==> src/rtl/core/ksd_pkg.sv <==
// Shared types and constants for the keypad scan debounce unit.
`timescale 1ns / 1ps
`default_nettype none

package ksd_pkg;

    localparam int NUM_ROWS_DEF  = 4;
    localparam int NUM_COLS_DEF  = 4;
    localparam int TIME_BITS_DEF = 32;

    localparam int IN_KEYS   = 16;
    localparam int STAMP_W   = 32;
    localparam int TIME_MAXW = 64;

    localparam logic [STAMP_W-1:0] DEBOUNCE_RESET = 32'd50000;

    typedef struct packed {
        logic [IN_KEYS-1:0] column_levels;
        logic [STAMP_W-1:0] now_time;
    } t_scan_item;

    typedef struct packed {
        logic [IN_KEYS-1:0] pressed_mask;
        logic [IN_KEYS-1:0] debounce_pulse;
        logic [IN_KEYS-1:0] new_press;
    } t_result_item;

endpackage

`default_nettype wire

==> src/rtl/core/keypad_scan_debounce_unit.sv <==
// Top level of the keypad scan debounce unit.
`timescale 1ns / 1ps
`default_nettype none

// Scans are taken one per cycle with no gaps while the output does not stall: a scan is
// registered on entry, every key slice compares its elapsed time against the debounce
// time in the next cycle, and the result is registered on the way out, so a result is
// valid once both registers are passed. The longest path is one TIME_BITS-wide subtract
// and compare per key. Only the first sixteen keys (row * NUM_COLS + col) have state;
// further keys never press. Write the debounce time only while no scan is in flight.
module keypad_scan_debounce_unit
    import ksd_pkg::*;
#(
    parameter int NUM_ROWS  = NUM_ROWS_DEF,
    parameter int NUM_COLS  = NUM_COLS_DEF,
    parameter int TIME_BITS = TIME_BITS_DEF
) (
    input  wire logic               i_clk,
    input  wire logic               i_rst_n,
    input  wire logic               i_in_valid,
    output logic                    o_in_stall,
    input  wire t_scan_item         i_in_item,
    output logic                    o_out_valid,
    input  wire logic               i_out_stall,
    output t_result_item            o_out_item,
    input  wire logic               i_cfg_we,
    input  wire logic [STAMP_W-1:0] i_cfg_data
);

    localparam int KEY_COUNT = NUM_ROWS * NUM_COLS;
    localparam int SLICES    = (KEY_COUNT < IN_KEYS) ? KEY_COUNT : IN_KEYS;

    logic [STAMP_W-1:0]   r_debounce;
    logic                 w_scan_valid;
    logic                 w_res_stall;
    logic                 w_advance;
    t_scan_item           w_scan;
    t_result_item         w_result;
    logic [TIME_MAXW-1:0] w_now_wide;
    logic [TIME_MAXW-1:0] w_limit_wide;
    logic [TIME_BITS-1:0] w_now;
    logic [TIME_BITS-1:0] w_limit;
    logic [IN_KEYS-1:0]   w_down;
    logic [IN_KEYS-1:0]   w_pulse;
    logic [IN_KEYS-1:0]   w_fresh;

    always_ff @(posedge i_clk) begin
        if (!i_rst_n) begin
            r_debounce <= DEBOUNCE_RESET;
        end else if (i_cfg_we) begin
            r_debounce <= i_cfg_data;
        end
    end

    ksd_pipe_stage #(
        .WIDTH ($bits(t_scan_item))
    ) u_in_stage (
        .i_clk   (i_clk),
        .i_rst_n (i_rst_n),
        .i_valid (i_in_valid),
        .o_stall (o_in_stall),
        .i_data  (i_in_item),
        .o_valid (w_scan_valid),
        .i_stall (w_res_stall),
        .o_data  (w_scan)
    );

    assign w_advance    = w_scan_valid && !w_res_stall;
    assign w_now_wide   = {{(TIME_MAXW - STAMP_W){1'b0}}, w_scan.now_time};
    assign w_limit_wide = {{(TIME_MAXW - STAMP_W){1'b0}}, r_debounce};
    assign w_now        = w_now_wide[TIME_BITS-1:0];
    assign w_limit      = w_limit_wide[TIME_BITS-1:0];

    for (genvar k = 0; k < SLICES; k++) begin : g_key
        assign w_down[k] = !w_scan.column_levels[k];

        ksd_key_slice #(
            .TIME_BITS (TIME_BITS)
        ) u_slice (
            .i_clk     (i_clk),
            .i_rst_n   (i_rst_n),
            .i_advance (w_advance),
            .i_down    (w_down[k]),
            .i_now     (w_now),
            .i_limit   (w_limit),
            .o_fired   (w_pulse[k]),
            .o_fresh   (w_fresh[k])
        );
    end

    if (SLICES < IN_KEYS) begin : g_unused
        assign w_down[IN_KEYS-1:SLICES]  = '0;
        assign w_pulse[IN_KEYS-1:SLICES] = '0;
        assign w_fresh[IN_KEYS-1:SLICES] = '0;
    end

    assign w_result.pressed_mask   = w_down;
    assign w_result.debounce_pulse = w_pulse;
    assign w_result.new_press      = w_fresh;

    ksd_pipe_stage #(
        .WIDTH ($bits(t_result_item))
    ) u_out_stage (
        .i_clk   (i_clk),
        .i_rst_n (i_rst_n),
        .i_valid (w_scan_valid),
        .o_stall (w_res_stall),
        .i_data  (w_result),
        .o_valid (o_out_valid),
        .i_stall (i_out_stall),
        .o_data  (o_out_item)
    );

endmodule

`default_nettype wire

==> src/rtl/core/ksd_pipe_stage.sv <==
// One valid/stall register stage that takes a new item in every unstalled cycle.
`timescale 1ns / 1ps
`default_nettype none

module ksd_pipe_stage #(
    parameter int WIDTH = 8
) (
    input  wire logic             i_clk,
    input  wire logic             i_rst_n,
    input  wire logic             i_valid,
    output logic                  o_stall,
    input  wire logic [WIDTH-1:0] i_data,
    output logic                  o_valid,
    input  wire logic             i_stall,
    output logic      [WIDTH-1:0] o_data
);

    logic             r_valid;
    logic [WIDTH-1:0] r_data;

    assign o_stall = r_valid && i_stall;
    assign o_valid = r_valid;
    assign o_data  = r_data;

    always_ff @(posedge i_clk) begin
        if (!i_rst_n) begin
            r_valid <= 1'b0;
        end else if (!o_stall) begin
            r_valid <= i_valid;
        end
    end

    always_ff @(posedge i_clk) begin
        if (i_valid && !o_stall) begin
            r_data <= i_data;
        end
    end

endmodule

`default_nettype wire

==> src/rtl/core/ksd_key_slice.sv <==
// Per-key debounce state and elapsed-time compare.
`timescale 1ns / 1ps
`default_nettype none

module ksd_key_slice #(
    parameter int TIME_BITS = 32
) (
    input  wire logic                 i_clk,
    input  wire logic                 i_rst_n,
    input  wire logic                 i_advance,
    input  wire logic                 i_down,
    input  wire logic [TIME_BITS-1:0] i_now,
    input  wire logic [TIME_BITS-1:0] i_limit,
    output logic                      o_fired,
    output logic                      o_fresh
);

    logic                 r_timing;
    logic                 r_reported;
    logic [TIME_BITS-1:0] r_start;
    logic                 n_timing;
    logic                 n_reported;
    logic [TIME_BITS-1:0] w_elapsed;

    assign w_elapsed  = i_now - r_start;
    assign o_fired    = i_down && r_timing && (w_elapsed >= i_limit);
    assign o_fresh    = o_fired && !r_reported;
    assign n_timing   = i_down && !o_fired;
    assign n_reported = i_down && (r_reported || o_fired);

    always_ff @(posedge i_clk) begin
        if (!i_rst_n) begin
            r_timing   <= 1'b0;
            r_reported <= 1'b0;
        end else if (i_advance) begin
            r_timing   <= n_timing;
            r_reported <= n_reported;
        end
    end

    // start timing on a press, and again after each debounce pulse while the key is held
    always_ff @(posedge i_clk) begin
        if (i_advance && i_down && !r_timing) begin
            r_start <= i_now;
        end
    end

endmodule

`default_nettype wire

==> config.mk <==
export PLATFORM = sky130hd
export DESIGN_NAME = keypad_scan_debounce_unit
export DESIGN_NICKNAME = d
export VERILOG_FILES = /design/src/rtl/core/ksd_pkg.sv /design/src/rtl/core/keypad_scan_debounce_unit.sv /design/src/rtl/core/ksd_pipe_stage.sv /design/src/rtl/core/ksd_key_slice.sv
export SDC_FILE = /design/constraint.sdc
export NUM_CORES = 2
export LEC_CHECK = 0
export BUFFER_PORTS_ARGS = -buffer_cell sky130_fd_sc_hd__buf_2
export CORE_MARGIN = 2
export CORE_UTILIZATION = 50
export CTS_BUF_LIST = sky130_fd_sc_hd__clkbuf_4
export DETAILED_ROUTE_END_ITERATION = 12
export GPL_ROUTABILITY_DRIVEN = 0
export PLACE_DENSITY = 0.62
export SLEW_MARGIN = 0
export SYNTH_ARGS = -nofsm -noshare
export SYNTH_HDL_FRONTEND = slang
export SYNTH_SLANG_ARGS = --single-unit
export TNS_END_PERCENT = 1
==> constraint.sdc <==
create_clock -name i_clk -period 7.82 [get_ports i_clk]
set_input_delay 1.564 -clock i_clk [delete_from_list [all_inputs] [get_ports i_clk]]
set_output_delay 1.564 -clock i_clk [all_outputs]
set_load 0.01 [all_outputs]
# [Word level (Yosys, flattened, before mapping)]
# Cells that the tools add are included.
[op_classes] order_cmp=16 addsub=16 reduce_logical=198
[op_table] operator="greater-or-equal comparator 32 bit" n=16
[op_table] operator="subtractor 32 bit" n=16
[op_table] operator="logical AND 1 bit" n=116
[op_table] operator="zero test 1 bit" n=66
[op_table] operator="logical OR 1 bit" n=16
[word_totals] elab_cells=283 register_bits=674 inputBits=85

# [Depth between registers and ports, before layout]
[logic_depth] ltp_word=5 depth_mapped=25 ltp_nobuf=25

# [Hierarchy]
# A second synthesis with hierarchy kept.
[unflattened] cells_unflattened=6898 hier_area_um2=62635.1
[modules_own_cells] mod="ksd_key_slice at g_key[11].u_slice ..." seq_area_each_um2=1001.0 cells_per_inst=409 area_per_inst_um2=3567.2 n_inst=7
[modules_own_cells] mod="ksd_key_slice at g_key[0].u_slice ..." seq_area_each_um2=1001.0 cells_per_inst=426 area_per_inst_um2=3746.1 n_inst=5
[modules_own_cells] mod="ksd_key_slice at g_key[8].u_slice ..." seq_area_each_um2=1001.0 cells_per_inst=437 area_per_inst_um2=3766.1 n_inst=2
[modules_own_cells] mod="ksd_key_slice at g_key[12].u_slice" seq_area_each_um2=1001.0 cells_per_inst=403 area_per_inst_um2=3573.4 n_inst=1
[modules_own_cells] mod="ksd_key_slice at g_key[7].u_slice" seq_area_each_um2=1001.0 cells_per_inst=404 area_per_inst_um2=3565.9 n_inst=1
[modules_own_cells] mod="ksd_pipe_stage" seq_area_each_um2=1461.4 cells_per_inst=52 area_per_inst_um2=1483.9 n_inst=2
[modules_own_cells] mod="keypad_scan_debounce_unit" seq_area_each_um2=640.6 cells_per_inst=120 area_per_inst_um2=1295.0 n_inst=1

# [Worst setup path after synthesis]
# Ideal clock, no wire load.
[synth_path] kind="register to register" startpoint="register u_in_stage.r_data[1] (netlist: u_in_stage.o_data[1])" endpoint="register u_out_stage.r_data[0] (netlist: u_out_stage.o_data[0]), data pin" stages_incl_launch_ff=22 setup_slack_ns=1.803 n_path_buf=0 arrival_ns=5.744 period_less_slack_ns=6.017 required_time_ns=7.547 cell_sequence="edfxtp_1 > ha_1 > a21o_1 > a21o_1 > a2111oi_2 > o21ai_0 > a31o_2 > nor3b_1 > o31a_1 > o22a_1 > o211ai_1 > ha_1 > a21o_1 > a21o_1 > a21o_1 > a21o_1 > a21o_1 > a21o_1 > a21oi_1 > o211ai_1 > o311ai_1 > nor3_1"
[synth_via] elab_chain_len=4
[synth_lines] item="from (decl)" line_no="ksd_pipe_stage.sv:19" source="logic [WIDTH-1:0] r_data;"
[synth_lines] item="from (signal assigned)" line_no="ksd_pipe_stage.sv:35" source="r_data <= i_data;"
[synth_lines] item="subtractor 32 bit" line_no="ksd_key_slice.sv:25" source="assign w_elapsed = i_now - r_start;"
[synth_lines] item="greater-or-equal comparator 32 bit" line_no="ksd_key_slice.sv:26" source="assign o_fired = i_down && r_timing && (w_elapsed >= i_limit);"
[synth_lines] item="logical AND 1 bit" line_no="ksd_key_slice.sv:26"
[synth_lines] item="logical AND 1 bit" line_no="ksd_key_slice.sv:27" source="assign o_fresh = o_fired && !r_reported;"
[synth_lines] item="named net g_key[0].u_slice.o_fresh" line_no="ksd_key_slice.sv:15" source="output logic o_fresh"
[synth_lines] item="to (signal assigned)" line_no="ksd_pipe_stage.sv:35"
[synth_lines] item="to (decl)" line_no="ksd_pipe_stage.sv:19"
# The timed path passes the listed nets, and every way through them passes these cells.
# A chain may end at the register's enable or synchronous reset.

# [Worst setup path in the final report]
[layout_path] startpoint="register u_in_stage.r_data[0] (netlist: u_in_stage.o_data[0])" endpoint="register u_out_stage.r_data[23] (netlist: u_out_stage.o_data[23]), data pin"
[layout_via] elab_chain_len=3
[layout_lines] item="subtractor 32 bit" line_no="ksd_key_slice.sv:25"
[layout_lines] item="greater-or-equal comparator 32 bit" line_no="ksd_key_slice.sv:26"
[layout_lines] item="logical AND 1 bit" line_no="ksd_key_slice.sv:26"
[layout_lines] item="named net g_key[7].u_slice.o_fired" line_no="ksd_key_slice.sv:14" source="output logic o_fired,"
# The timed path passes the listed nets, and every way through them passes these cells.

==> reports/metrics.yaml <==
status: "finished clean"
synth_flop_cell: "edfxtp_1"
start_util_pct: 50.5
fp.dieW_um: 344
ys_types: 92
drv_cap: 0
finalNetCount: 7508
avgRoutedWirePerCell_um: 20.0
clock_sinks: 674
fin_skew_ps: 90.5
drc: 0
drtIter0Drc: 2667
setup_violations: 0
core_um2: 115000
antenna_found_initial: 2
power_density_nw_per_um2: 176
dr.pass1.iters: 6
end_kind: "flop"
cts_root_buf: "clkbuf_4"
cts_buffer_depth: 3
grt_util_all_layers_pct: 27.3
hp-class: "flop to flop"
ios: 135
critPathMaxFanout: 9
routed_via_density: 5.83
grt_pass1_wl_um: 250000
fmax_mhz: 162
row_count: 124
numCtsBuffers: 197
yosysWarnings: 0
syn-num-nets: 7110
fillCellCount: 10361
syn_to_final_growth_pct: 10.4
finalHoldViolations: 0
via_count: 47204
routed_wl_um: 162000
path_class: "flop to flop"
ff_latch_area_um2: 19600
whs_path_depth: 2
maxSlewHeadroom_pct: 30.4
async_reset_ff_share_pct: 0
ir_worst_vdd_v: 0.000155
finalSetupTns_ps: 0
reg2regPathDepth: 26
cts.clk_slew.worst_paths_ps: 70
cts_resized: 0
grt_max_degree: 49
htree_levels: 4
ys_ff_latch: 674
startpoint_type: "flop"
rsz0062_at_grt: "no"
dp.cells: 7712
syn-cell-area_um2: 57900
multi_input_area_um2: 35600
cts-hold-fix-buffers: 0
cts_tree: "yes"
grt_pass1_vias: 46837
drive_gt1_share_pct: 9.98
leakage_nw: 29.3
post-cts-setup-buffers: 0
io_buffer_count: 134
drv_slew: 0
finalCritPeriodShare_pct: 79.0
synth_edf_count: 608
worst_pin_slew_ps: 1040
die_h_um: 344
overflow: 0
fin_util_pct: 55.8
antenna_left: 0
worstPathArrival_ps: 7100
clock_latency_ps: 1260
synth.yosys.seq_area_share_pct: 33.8
die-area_um2: 118000
period_needed_ps: 6180
finalNonFillerCells: 8090
syn_inst: 6001
required_ps: 8740
avgSynthCellArea_um2: 9.64
place_hpwl_um: 119000
==> area by class of cell <==
cell class | instances | area share, %
antenna | 7 | 0.0274
clock buffer | 295 | 3.47
clock inverter | 76 | 0.623
inverter | 677 | 3.98
multi-input combinational | 4602 | 55.8
sequential | 674 | 30.7
tap | 1512 | 2.96
timing repair buffer | 247 | 2.46
==> synthesized netlist by cell type (64+ instances only) <==
library cell	count	area [µm²]
dfxtp_1	66	1320
nand4_1	118	738
a21o_1	431	3240
o211ai_1	67	503
inv_1	677	2540
o21ai_0	255	1280
nand3_1	102	510
edfxtp_1	608	18300
ha_1	1008	12600
xor2_1	128	1120
nor2b_1	94	588
nand2_1	250	938
nand2b_1	84	526
o21a_1	75	563
and3_1	64	400
nor2_1	366	1370
xnor2_1	299	2620
a21oi_1	498	2490
nor3_1	121	606
==> where the power goes <==
group | leakage [nW] | internal (mW) | switching (mW)
Combinational | 21.6 | 1.49 | 2.07
Clock | 1.54 | 1.80 | 1.70
Sequential | 6.15 | 4.08 | 0.0730
==> critical path, cell delays in order (launching register included) <==
cell and delay [ps]:
edfxtp_1 380, inv_1 360, buf_4 300, ha_1 200
inv_1 60, fa_1 390, a21oi_1 260, o21ai_1 140
a21oi_2 220, o21bai_2 110, a2111oi_4 410, nor3b_1 120
o21ai_1 420, o21ai_0 180, a21oi_1 190, xnor2_1 90
ha_1 180, a21o_1 150, a21o_1 170, a21o_1 160
a21o_1 160, a21o_1 170, a21o_1 160, a21oi_1 190
o211ai_1 110, o311ai_1 470, nor2_1 90
==> layer usage <==
metal | up-vias | wire length (µm) | GRT usage, %
li1 | 23223 | - | -
met1 | 22518 | 66600 | 31.8
met2 | 1072 | 79300 | 48.3
met3 | 391 | 7250 | 3.73
met4 | 0 | 8840 | 15.0
met5 | - | 0 | 0
==> stage by stage <==
step                setup slack, ps  power (mW)  area, µm²  hold WS, ps
floorplan                      1800        6.77      57900          421
global placement               1770        7.68      61200          437
detailed placement             1690        7.76      61200          447
CTS                            1610        11.3      63800          346
global route                   1080        11.9      63900          383
finish                         1640        11.2      63900          458
==> path summary, 6_finish.rpt <==
check	start	endpoint	slack, ps
hold reg to reg	g_key[0].u_slice.r_reported$_SDFFE_PN0P_	g_key[0].u_slice.r_reported$_SDFFE_PN0P_	460
hold / removal	g_key[0].u_slice.r_reported$_SDFFE_PN0P_	g_key[0].u_slice.r_reported$_SDFFE_PN0P_	460
setup reg to reg	u_in_stage.o_data[0]$_DFFE_PP_	u_out_stage.o_data[23]$_DFFE_PP_	1640
setup / recovery	u_in_stage.o_data[0]$_DFFE_PP_	u_out_stage.o_data[23]$_DFFE_PP_	1640
==> registers in the layout (all words and copies together) (netlist names) <==
signal / flops
g_key.u_slice.r_timing: 16
u_in_stage.o_data: 48
u_in_stage.o_valid: 1
g_key.u_slice.r_reported: 16
u_out_stage.o_valid: 1
g_key.u_slice.r_start: 512
r_debounce: 32
u_out_stage.o_data: 48
==> cell usage in the layout (no fill, tap or decap), types with 17 or more instances in the layout <==
| master | netlist | layout |
|---|---|---|
| or3_1 | 17 | 17 |
| nand2b_1 | 84 | 84 |
| nand3_1 | 102 | 102 |
| a21o_1 | 431 | 431 |
| nor2b_1 | 94 | 93 |
| clkinv_1 | 0 | 49 |
| clkbuf_4 | 0 | 295 |
| xor2_1 | 128 | 128 |
| o211ai_1 | 67 | 67 |
| nor3_1 | 121 | 105 |
| mux2i_1 | 32 | 32 |
| a31oi_1 | 54 | 54 |
| ha_1 | 1008 | 1008 |
| inv_1 | 677 | 675 |
| a211oi_1 | 39 | 39 |
| and4_1 | 17 | 17 |
| buf_4 | 0 | 109 |
| o21a_1 | 75 | 75 |
| o31ai_1 | 28 | 28 |
| xnor2_1 | 299 | 299 |
| a2111oi_0 | 21 | 18 |
| o21ai_0 | 255 | 255 |
| buf_2 | 1 | 134 |
| and3_1 | 64 | 64 |
| nor4_1 | 26 | 26 |
| nor2_1 | 366 | 366 |
| a21oi_1 | 498 | 498 |
| and2_1 | 20 | 20 |
| o21bai_1 | 60 | 60 |
| edfxtp_1 | 608 | 608 |
| nand2_1 | 250 | 249 |
| nor3b_1 | 17 | 17 |
| dfxtp_1 | 66 | 66 |
| nand4_1 | 118 | 118 |
==> cell families after synthesis <==
group	share of synthesized area (%)
AO/OA/AOI/OAI	20.2
buffers and inverters	4.72
AND/OR/NAND/NOR	11.8
XOR/XNOR	6.46
flip-flops	33.8
multiplexers	0.554
adder cells (fa/ha/maj)	22.4
No activity file was read; power rests on OpenSTA's default activity.
